==> src/rtl/prrs_pkg.sv <==
// Package for the priority round-robin scheduler: task record type and constants.
// No dependencies.
`default_nettype none
package prrs_pkg;
   localparam int TASK_SLOTS_DEF = 16;
   localparam logic [7:0] QUANTUM_RESET = 8'd4;
   localparam int TASK_W = 40;

   typedef struct packed {
      logic [15:0] id;
      logic [7:0]  prio;
      logic [15:0] left;
   } task_type;

   localparam logic FUNC_ARRIVAL = 1'b0;
   localparam logic FUNC_TICK    = 1'b1;
endpackage
`default_nettype wire

==> src/rtl/prrs_ram.sv <==
// Generic single-port-write, single-port-read RAM with registered read.
// No dependencies.
`default_nettype none
module prrs_ram #(
   parameter int WIDTH = 40,
   parameter int DEPTH = 16
) (
   input  wire logic                     clock,
   input  wire logic                     wr_en,
   input  wire logic [$clog2(DEPTH)-1:0] wr_addr,
   input  wire logic [WIDTH-1:0]         wr_data,
   input  wire logic [$clog2(DEPTH)-1:0] rd_addr,
   output logic [WIDTH-1:0]              rd_data
);
   logic [WIDTH-1:0] mem [DEPTH];
   always_ff @(posedge clock) begin
      if (wr_en) begin
         mem[wr_addr] <= wr_data;
      end
      rd_data <= mem[rd_addr];
   end
endmodule
`default_nettype wire

==> src/rtl/priority_round_robin_scheduler_unit.sv <==
// Top level of the priority round-robin scheduler.
// Depends on prrs_pkg and prrs_ram (priority slot memory and FIFO memory).
//
// channel   ports                                   handshake
// request   req_func req_task_id req_task_priority  start / busy
//           req_burst_length
// response  rsp_accepted rsp_ran rsp_running_id     rsp_valid, one cycle
//           rsp_finished
// config    csr_time_quantum                        csr_we
//
// For an arrival, busy stays low and the response follows the accepting edge.
// A tick steps through S_SCAN, S_SCAN_LAST, S_FPOP, S_RUN and then S_PUSH once per FIFO
// push (a preemption and a quantum expiry push one each, so up to two): the best-slot
// search reads the priority memory one slot a cycle through its single read port, then
// dispatch and FIFO pop or push follow. The response is registered from S_RUN. Synchronous
// reset clears valid bits, FIFO pointers and the running task; memory contents stay undefined
// until written. The receiver cannot stall.
`default_nettype none
module priority_round_robin_scheduler_unit #(
   parameter int TASK_SLOTS = prrs_pkg::TASK_SLOTS_DEF
) (
   input  wire logic        clock,
   input  wire logic        reset,
   input  wire logic        start,
   output logic             busy,
   input  wire logic        req_func,
   input  wire logic [15:0] req_task_id,
   input  wire logic [7:0]  req_task_priority,
   input  wire logic [15:0] req_burst_length,
   output logic             rsp_valid,
   output logic             rsp_accepted,
   output logic             rsp_ran,
   output logic [15:0]      rsp_running_id,
   output logic             rsp_finished,
   input  wire logic        csr_we,
   input  wire logic [7:0]  csr_time_quantum
);
   localparam int AW = $clog2(TASK_SLOTS);
   localparam int CW = $clog2(TASK_SLOTS + 1);
   localparam logic [CW-1:0] SLOTS_C = CW'(TASK_SLOTS);
   localparam logic [AW-1:0] LAST_A = AW'(TASK_SLOTS - 1);

   typedef enum logic [2:0] {
      S_IDLE, S_SCAN, S_SCAN_LAST, S_FPOP, S_RUN, S_PUSH
   } state_type;

   state_type                  state_ff;
   logic [TASK_SLOTS-1:0]      valid_ff;
   logic [AW-1:0]              head_ff, tail_ff;
   logic [CW-1:0]              fcount_ff;
   prrs_pkg::task_type         cur_ff;
   logic                       run_ff, from_pri_ff, from_fifo_ff;
   logic [7:0]                 qleft_ff, quantum_ff;
   logic [AW-1:0]              scan_ff, rd_idx_ff, best_ff;
   logic                       found_ff;
   prrs_pkg::task_type         best_task_ff;
   prrs_pkg::task_type         push_task_ff;
   logic                       push2_ff;
   prrs_pkg::task_type         push2_task_ff;

   // memory ports
   logic                       p_we;
   logic [AW-1:0]              p_wa, p_ra;
   prrs_pkg::task_type         p_wd, p_rd;
   logic                       f_we;
   logic [AW-1:0]              f_wa;
   prrs_pkg::task_type         f_wd, f_rd;

   prrs_ram #(.WIDTH(prrs_pkg::TASK_W), .DEPTH(TASK_SLOTS)) u_pri (
      .clock(clock), .wr_en(p_we), .wr_addr(p_wa), .wr_data(p_wd),
      .rd_addr(p_ra), .rd_data(p_rd));
   prrs_ram #(.WIDTH(prrs_pkg::TASK_W), .DEPTH(TASK_SLOTS)) u_fifo (
      .clock(clock), .wr_en(f_we), .wr_addr(f_wa), .wr_data(f_wd),
      .rd_addr(head_ff), .rd_data(f_rd));

   // first free slot and valid count
   logic [AW-1:0] free_idx;
   logic          free_any;
   logic [CW-1:0] pcount;
   always_comb begin
      free_idx = '0;
      free_any = 1'b0;
      pcount = '0;
      for (int i = TASK_SLOTS - 1; i >= 0; i--) begin
         if (!valid_ff[i]) begin
            free_idx = AW'(i);
            free_any = 1'b1;
         end
         pcount = pcount + CW'(valid_ff[i]);
      end
   end

   logic [CW+1:0] stored;
   assign stored = (CW+2)'(pcount) + (CW+2)'(fcount_ff) + (CW+2)'(run_ff);

   logic take;
   assign take = start && !busy;
   assign busy = (state_ff != S_IDLE);

   // search compare on data read last cycle
   logic better;
   assign better = valid_ff[rd_idx_ff] && (!found_ff || p_rd.prio < best_task_ff.prio ||
                   (p_rd.prio == best_task_ff.prio && p_rd.id < best_task_ff.id));

   always_comb begin
      p_we = 1'b0;
      p_wa = free_idx;
      p_wd = '{id: req_task_id, prio: req_task_priority, left: req_burst_length};
      p_ra = scan_ff;
      f_we = 1'b0;
      f_wa = tail_ff;
      f_wd = push_task_ff;
      if (take && req_func == prrs_pkg::FUNC_ARRIVAL && req_burst_length != 16'd0 &&
          free_any && stored < (CW+2)'(SLOTS_C)) begin
         p_we = 1'b1;
      end
      if (state_ff == S_PUSH && fcount_ff < SLOTS_C) begin
         f_we = 1'b1;
      end
   end

   always_ff @(posedge clock) begin
      prrs_pkg::task_type t;
      logic               r, fp, ff, fin, exp, pre;
      logic [7:0]         q;
      if (reset) begin
         state_ff     <= S_IDLE;
         valid_ff     <= '0;
         head_ff      <= '0;
         tail_ff      <= '0;
         fcount_ff    <= '0;
         cur_ff       <= '0;
         run_ff       <= 1'b0;
         from_pri_ff  <= 1'b0;
         from_fifo_ff <= 1'b0;
         qleft_ff     <= prrs_pkg::QUANTUM_RESET;
         quantum_ff   <= prrs_pkg::QUANTUM_RESET;
         rsp_valid    <= 1'b0;
         push2_ff     <= 1'b0;
      end else begin
         if (csr_we) begin
            quantum_ff <= csr_time_quantum;
         end
         rsp_valid <= (state_ff == S_RUN) || (take && req_func == prrs_pkg::FUNC_ARRIVAL);
         case (state_ff)
            S_IDLE: begin
               if (take) begin
                  if (req_func == prrs_pkg::FUNC_ARRIVAL) begin
                     if (p_we) begin
                        valid_ff[free_idx] <= 1'b1;
                     end
                     rsp_accepted   <= p_we;
                     rsp_ran        <= 1'b0;
                     rsp_running_id <= '0;
                     rsp_finished   <= 1'b0;
                  end else begin
                     scan_ff  <= '0;
                     found_ff <= 1'b0;
                     state_ff <= S_SCAN;
                  end
               end
            end
            S_SCAN: begin
               // read address scan_ff issued this cycle; compare the prior one
               rd_idx_ff <= scan_ff;
               if (scan_ff != '0 && better) begin
                  found_ff <= 1'b1;
                  best_ff <= rd_idx_ff;
                  best_task_ff <= p_rd;
               end
               if (scan_ff == LAST_A) begin
                  state_ff <= S_SCAN_LAST;
               end else begin
                  scan_ff <= scan_ff + AW'(1);
               end
            end
            S_SCAN_LAST: begin
               if (better) begin
                  found_ff <= 1'b1;
                  best_ff <= rd_idx_ff;
                  best_task_ff <= p_rd;
               end
               state_ff <= S_FPOP;
            end
            S_FPOP: begin
               // FIFO head read is ready here (head register stable)
               state_ff <= S_RUN;
            end
            S_RUN: begin
               t = cur_ff; r = run_ff; fp = from_pri_ff; ff = from_fifo_ff; q = qleft_ff;
               pre = 1'b0;
               if (!r) begin
                  if (found_ff) begin
                     t = best_task_ff; valid_ff[best_ff] <= 1'b0;
                     r = 1'b1; fp = 1'b1; q = quantum_ff;
                  end else if (fcount_ff != '0) begin
                     t = f_rd; head_ff <= (head_ff == LAST_A) ? '0 : head_ff + AW'(1);
                     fcount_ff <= fcount_ff - CW'(1);
                     r = 1'b1; ff = 1'b1; q = quantum_ff;
                  end
               end else if (found_ff && (fp ? best_task_ff.prio < t.prio : ff)) begin
                  pre = 1'b1;
                  t = best_task_ff; valid_ff[best_ff] <= 1'b0;
                  fp = 1'b1; ff = 1'b0; q = quantum_ff;
               end
               fin = 1'b0;
               exp = 1'b0;
               if (r) begin
                  t.left = t.left - 16'd1;
                  q = q - 8'd1;
                  fin = (t.left == 16'd0);
                  exp = !fin && (q == 8'd0);
                  if (fin) begin
                     r = 1'b0; fp = 1'b0; ff = 1'b0; q = quantum_ff;
                  end else if (exp) begin
                     r = 1'b0; fp = 1'b0; ff = 1'b0;
                  end
               end
               // push the preempted task first, an expired one after it
               if (pre) begin
                  push_task_ff <= cur_ff;
                  push2_ff <= exp;
               end else begin
                  push_task_ff <= t;
                  push2_ff <= 1'b0;
               end
               push2_task_ff <= t;
               state_ff <= (pre || exp) ? S_PUSH : S_IDLE;
               cur_ff <= t; run_ff <= r; from_pri_ff <= fp; from_fifo_ff <= ff;
               qleft_ff <= q;
               rsp_accepted   <= 1'b0;
               rsp_ran        <= run_ff || found_ff || fcount_ff != '0;
               rsp_running_id <= (run_ff || found_ff || fcount_ff != '0) ? t.id : 16'd0;
               rsp_finished   <= fin;
            end
            S_PUSH: begin
               if (fcount_ff < SLOTS_C) begin
                  tail_ff <= (tail_ff == LAST_A) ? '0 : tail_ff + AW'(1);
                  fcount_ff <= fcount_ff + CW'(1);
               end
               if (push2_ff) begin
                  push2_ff <= 1'b0;
                  push_task_ff <= push2_task_ff;
               end else begin
                  state_ff <= S_IDLE;
               end
            end
            default: state_ff <= S_IDLE;
         endcase
      end
   end
endmodule
`default_nettype wire

==> config.mk <==
export PLATFORM = sky130hd
export DESIGN_NAME = priority_round_robin_scheduler_unit
export DESIGN_NICKNAME = d
export VERILOG_FILES = /design/src/rtl/prrs_pkg.sv /design/src/rtl/prrs_ram.sv /design/src/rtl/priority_round_robin_scheduler_unit.sv
export SDC_FILE = /design/constraint.sdc
export NUM_CORES = 2
export LEC_CHECK = 0
export ABC_AREA = 1
export BUFFER_PORTS_ARGS = -buffer_cell sky130_fd_sc_hd__buf_2
export CORE_MARGIN = 4
export CORE_UTILIZATION = 35
export DETAILED_ROUTE_END_ITERATION = 7
export MAX_ROUTING_LAYER = met4
export PLACE_DENSITY = 0.46
export SYNTH_ARGS = -nofsm -noshare
export SYNTH_HDL_FRONTEND = slang
export SYNTH_SLANG_ARGS = --single-unit
export TNS_END_PERCENT = 10
==> constraint.sdc <==
create_clock -name clock -period 8.85 [get_ports clock]
set_input_delay 0.885 -clock clock [delete_from_list [all_inputs] [get_ports clock]]
set_output_delay 0.885 -clock clock [all_outputs]
set_load 0.02 [all_outputs]
**Word level (Yosys, flattened, before mapping)**

Memories as Yosys holds them, arrays and structs flattened. A register that Yosys moved wholly into a read port is not among the register bits.
Index checks and enable logic that the tools add are counted.

- Output and inout port bits: 21
- Word-level logic and storage cells: 286
- RAM bits: 1280
- Flip-flop bits (word level): 245
- Memories: 2

- Equal/unequal tests: 25
- Reduce and logical (&&, ||, !) cells: 46
- $lt $le $gt $ge: 10
- Add/subtract/negate cells: 24
- Bitwise gates (word level): 7
- Multiplexer cells: 140

Memories:

| name | words | bits a word | read ports | clocked after Yosys merged registers in | wr ports | line | source |
|---|---|---|---|---|---|---|---|
| u_fifo.mem | 16 | 40 | 1 | 1 | 1 | prrs_ram.sv:15 | `logic [WIDTH-1:0] mem [DEPTH];` |
| u_pri.mem | 16 | 40 | 1 | 1 | 1 | prrs_ram.sv:15 |  |

Operators with widths:

| cell | number |
|---|---|
| $mux W40 | 10 |
| $mux W16 | 10 |
| $pmux W40 S2 | 2 |
| $mux W4 | 23 |
| $mux W1 | 64 |
| $mux W8 | 8 |
| $pmux W16 S2 | 2 |
| $add A5 B1 Y5 | 11 |
| $ne A2 B2 Y1 const B | 12 |
| $mux W5 | 4 |
| $pmux W3 S6 | 1 |
| $and A16 B16 Y16 | 1 |
| $logic_not A16 Y1 | 1 |
| $lt A16 B16 Y1 | 1 |
| $lt A8 B8 Y1 | 2 |
| $not A16 Y16 | 1 |
| $or A16 B16 Y16 | 1 |
| $pmux W4 S2 | 2 |
| $reduce_and A4 Y1 | 4 |
| $reduce_bool A16 Y1 | 1 |
| $sub A16 B1 Y16 const B | 1 |
| $lt A4 B5 Y1 const B | 3 |
| $mux W3 | 5 |
| $logic_and A1 B1 Y1 | 13 |
| other kinds (39) | 69 |

**Logic depth before layout (Yosys ltp)**

- Depth in word-level cells: 25
- Mapped depth: 31

**By module**

Synthesis repeated with hierarchy kept, for this count alone.

- Cells, all modules: 6950
- Area total of the unflattened synthesis: 70296.2 sq um

By module, submodules not included:

| module | area each (sq um) | sequential area each (sq um) | cells each | instances |
|---|---|---|---|---|
| prrs_ram at u_pri | 28358.4 | 20019.2 | 2643 | 1 |
| prrs_ram at u_fifo | 28290.9 | 20019.2 | 2645 | 1 |
| priority_round_robin_scheduler_unit | 13646.8 | 6426.2 | 1662 | 1 |

**Worst setup path before layout**

Ideal clock, no wire load.

- Path kind: register -> register
- From: register valid_ff[5]
- To: memory u_pri.mem[0][0] (enable)
- Period minus slack after synthesis: 8.082 ns
- Required time: 8.313 ns
- Arrival time: 7.545 ns
- Setup slack: 0.768 ns
- Cell stages (with the launch flop): 14
- Setup time: 0.537 ns
- Path through: dfxtp_1 > inv_1 > fa_1 > fa_1 > fa_1 > fa_1 > fa_1 > inv_1 > ha_1 > a21o_1 > a21o_1 > nand2_1 > nand4_1 > nor4_1

- Longest elaborated chain between the ends: 13
- Elaborated cells on any way between the ends: 26
- Those cells by class: add/sub (8); order compare (1); mux (15); reduce/logical (2)

RTL lines:

| element | line | source |
|---|---|---|
| start: declaration | priority_round_robin_scheduler_unit.sv:48 | `logic [TASK_SLOTS-1:0] valid_ff;` |
| start signal: assignment | priority_round_robin_scheduler_unit.sv:128 | `valid_ff <= '0;` |
| start signal: indexed assignment | priority_round_robin_scheduler_unit.sv:150 | `valid_ff[free_idx] <= 1'b1;` |
| start signal: indexed assignment | priority_round_robin_scheduler_unit.sv:194 | `t = best_task_ff; valid_ff[best_ff] <= 1'b0;` |
| $add A5 B1 Y5 (6 in series) | priority_round_robin_scheduler_unit.sv:89 | `pcount = pcount + CW'(valid_ff[i]);` |
| $add A5 B5 Y6 | priority_round_robin_scheduler_unit.sv:94 | `assign stored = (CW+2)'(pcount) + (CW+2)'(fcount_ff) + (CW+2)'(run_ff);` |
| $add A6 B1 Y7 | priority_round_robin_scheduler_unit.sv:94 |  |
| $lt A7 B5 Y1 | priority_round_robin_scheduler_unit.sv:114 | `free_any && stored < (CW+2)'(SLOTS_C)) begin` |
| $logic_and A1 B1 Y1 | priority_round_robin_scheduler_unit.sv:114 |  |
| $mux W1 | priority_round_robin_scheduler_unit.sv:113 | `if (take && req_func == prrs_pkg::FUNC_ARRIVAL && req_burst_length != 16'd0 &&` |
| $mux W1 | prrs_ram.sv:17 | `if (wr_en) begin` |
| $mux W1 (implied by the code) | prrs_ram.sv:18 | `mem[wr_addr] <= wr_data;` |
| end: declaration | prrs_ram.sv:15 |  |

Several ways; a longest one is shown, not always the timed one.

**Worst setup path after layout**

- From: register valid_ff[5]
- To: register valid_ff[3]

- Longest elaborated chain between the ends: 15
- Elaborated cells on any way between the ends: 36
- Those cells by class: add/sub (8); order compare (3); eq/ne (1); mux (19); bitwise (1); reduce/logical (4)

RTL lines:

| element |
|---|
| branches (longest 15 deep; another with $add A6 B1 Y7) |

Several ways; the timed one is not identified. The select of a mux whose other input is x is not followed.
A chain may end at the register's enable or synchronous reset.

==> reports/summary.txt <==
synth warn -> 0
initial antenna violation count -> 18
drt wl/cell -> 22.5 um
final WL -> 175000 um
Peak VDD IR -> 0.000193 V
Slew @ Worst Pin -> 1.03 ns
Max Freq -> 184 MHz
Routed Antenna Nets -> 0
clock tree from TritonCTS -> done
crit-path max cell delay -> 0.59 ns
final net count -> 5287
Worst Path Required -> 9.53 ns
slew margin rel. -> 31.2%
reg2reg path depth -> 18
R2R Setup Slk -> 3.43 ns
final count of negative-setup-slack endpoints -> 0
Worst R2R Start -> valid_ff[5]
Worst path slowest cell -> fa_1
Layout Utilization -> 40.0%
Top Ports -> 74
Pwr Density -> 238 mW/mm2
Mapped Cells -> 5156
register area share after synthesis -> 72.2%
CP Cell Sequence -> inv_1, fa_1, fa_1, fa_1, fa_1, fa_1, inv_1, ha_1, a21o_1, a21o_1, nand2_1, nand4_1, buf_4, a21oi_1, nand2_1, inv_1, nand3_1, a221oi_1
Synth area leader -> edfxtp_1
Synth top area share -> 66.8%
clock buffer depth -> 3
via count -> 40100
Clock Sinks -> 1605
Core Area -> 0.183 mm2
commonest non-fill, non-tap cells in the layout -> edfxtp_1 (1432), nor2_1 (812), o21ai_0 (687)
Cell variety after synth -> 58
Clock transition at path regs -> 0.06 ns
first-pass GRT wire length -> 260000 um
Total GRT Usage -> 18.5%
final std cells w/o fill -> 7787
Pins Over Slew Limit -> 0
kind of cell adding the most delay to the critical path -> adder cells
Final min period -> 5.42 ns
DRC -> 0
largest net degree at the start of global routing -> 156
chip height -> 437 um
Yosys reg bits -> 1605
most common cell after layout, fill and taps aside -> edfxtp_1
post-CTS sizing -> 0
Clock Skew -> 0.0282 ns
Inst Count DP -> 7454
vias in the first global route -> 39000
Site Rows -> 157
drt pass-1 iters -> 5
Pleak -> 24.2 nW
unrepaired setup endpoints after global routing -> false
Worst path most repeated cell -> fa_1
Hold-fix buffers, CTS -> 0
Initial Util -> 35.2%
CTS Buf Count -> 172
syn avg cell area -> 12.5 um2
Post-synth EDFFs -> 1432
Post-synth top flop -> edfxtp_1
status -> finished clean
HPWL Detailed -> 94800 um
Critical R2R Capture -> valid_ff[3]
layout cells sized above 1 -> 9.26%
fill count -> 17500
Starting DRT DRC Count -> 3014
vias per cell -> 5.15
Crit. path cell count -> 18
PortBufs -> 73
final hold vios -> 0
post-synthesis async set-or-reset flop share -> 0%
Syn Nets -> 5279
largest cells by area after synthesis -> edfxtp_1 (67%), dfxtp_1 (5.4%), o21ai_0 (5.3%), nor2_1 (4.9%), nand2_1 (2.5%)
kind of critical path -> reg -> reg
GRT Residual Overflow -> 0
Multi-input gate area -> 0.0159 mm2
CP Capture Point -> valid_ff[3]
H-tree levels -> 4
CP Capture Type -> register
Die X -> 437 um
Worst Hold Class -> in -> reg
synthesized area -> 0.0644 mm2
area grow syn2layout -> 13.7%
Worst-Skew Late Latency -> 0.80 ns
worst-path maximum fanout -> 22
MaxCap Viol Count -> 0
TNS Setup -> 0 ns
Reg area -> 0.0465 mm2
final cycle utilization of the critical path -> 61.3%
crit path buf inv count -> 4
Crit. Startpoint -> valid_ff[5]
routability cong. -> 0.825
die footprint -> 0.191 mm2
root buffer cell -> clkbuf_16
Critical Path Source Type -> register
critical path arrival -> 6.10 ns
post-CTS setup buffers -> 0
WHS -> 0.322 ns
## worst min-delay path by stage
stage	end	slack, ns	from	depth (start not counted)
2_1_floorplan	best_task_ff[0]	0.39	u_pri.rd_data[0]	0
3_3_place_gp	best_task_ff[14]	0.39	u_pri.rd_data[14]	0
3_5_place_dp	best_task_ff[0]	0.39	u_pri.rd_data[0]	0
4_1_cts	quantum_ff[2]	0.25	csr_time_quantum[2]	3
5_1_grt	quantum_ff[2]	0.30	csr_time_quantum[2]	3
6_report	quantum_ff[2]	0.32	csr_time_quantum[2]	3
## worst min-delay path, cell delays in order
cell,delay [ns]
buf_2,0.08
a21oi_1,0.05
o21ai_0,0.06
## layout make-up
type,count,area share [%]
inverters,282,1.47
flip-flops and latches,1605,63.5
multi-input cells,2950,21.7
repair buffers,153,1.37
well taps,2464,4.21
diodes,11,0.0376
clock inverters,73,1.07
clock buffers,249,6.64
## cell families (layout without fill, tap and decap cells)
| kind of cell | Yosys count | after routing | share of synthesized area (%) |
|---|---|---|---|
| flip-flops | 1605 | 1605 | 72.2 |
| XOR/XNOR | 7 | 7 | 0.107 |
| multiplexers | 65 | 65 | 1.01 |
| buffers and inverters | 601 | 757 | 3.56 |
| AND/OR/NAND/NOR | 1569 | 1569 | 10.0 |
| adder cells (fa/ha/maj) | 70 | 70 | 1.50 |
| AO/OA/AOI/OAI | 1239 | 1239 | 11.7 |
| other | 0 | 11 | 0 |
## power breakdown
part / switching, mW / total, mW / internal, mW
clock network: 2.98 / 7.18 / 4.20
registers: 0.0785 / 8.49 / 8.41
logic: 1.30 / 1.77 / 0.466
## sequential cells by signal (all words and copies together), names as in the netlist, 3 cells and up
register	count
u_fifo.mem	640
u_pri.mem	640
best_task_ff	40
cur_ff	40
f_wd	40
push2_task_ff	40
u_fifo.rd_data	40
u_pri.rd_data	40
rsp_running_id	16
valid_ff	16
qleft_ff	8
quantum_ff	8
fcount_ff	5
best_ff	4
f_wa	4
head_ff	4
p_ra	4
rd_idx_ff	4
state_ff	3
## layer usage
| metal | global-route usage (%) | vias up | part of all wire, % |
|---|---|---|---|
| met5 | - | - | 0 |
| met4 | 4.63 | 0 | 2.1 |
| met3 | 2.71 | 230 | 4.3 |
| met2 | 29.9 | 792 | 48 |
| met1 | 24.6 | 20100 | 45 |
| li1 | - | 19000 | - |
## through the flow
stage	area (um2)	power [mW]	setup slack, ns
2_1_floorplan	64400	9.74	0.768
3_3_place_gp	67500	10.4	3.49
3_5_place_dp	67500	10.4	3.42
4_1_cts	73200	17.7	3.42
5_1_grt	73200	18.2	3.01
6_report	73200	17.4	3.43
## cell usage after synthesis (all sizes together), types with 2 or more instances
library cell	number
and3	5
o21ai	695
a311oi	2
edfxtp	1432
inv	278
a21o	2
clkinv	4
o21a	4
o311a	7
xor2	3
o311ai	2
nand4	22
a21oi	120
fa	12
o221ai	143
clkbuf	285
nor3	29
nor2	851
ha	58
nor4	11
o22ai	99
mux2i	65
buf	34
a211oi	3
nand3b	4
o32ai	95
o2111ai	10
xnor2	4
dfxtp	173
a31oi	6
o211ai	42
a221oi	3
nand3	199
a22o	2
nand2	446
Power figures use the tool's default switching activity.
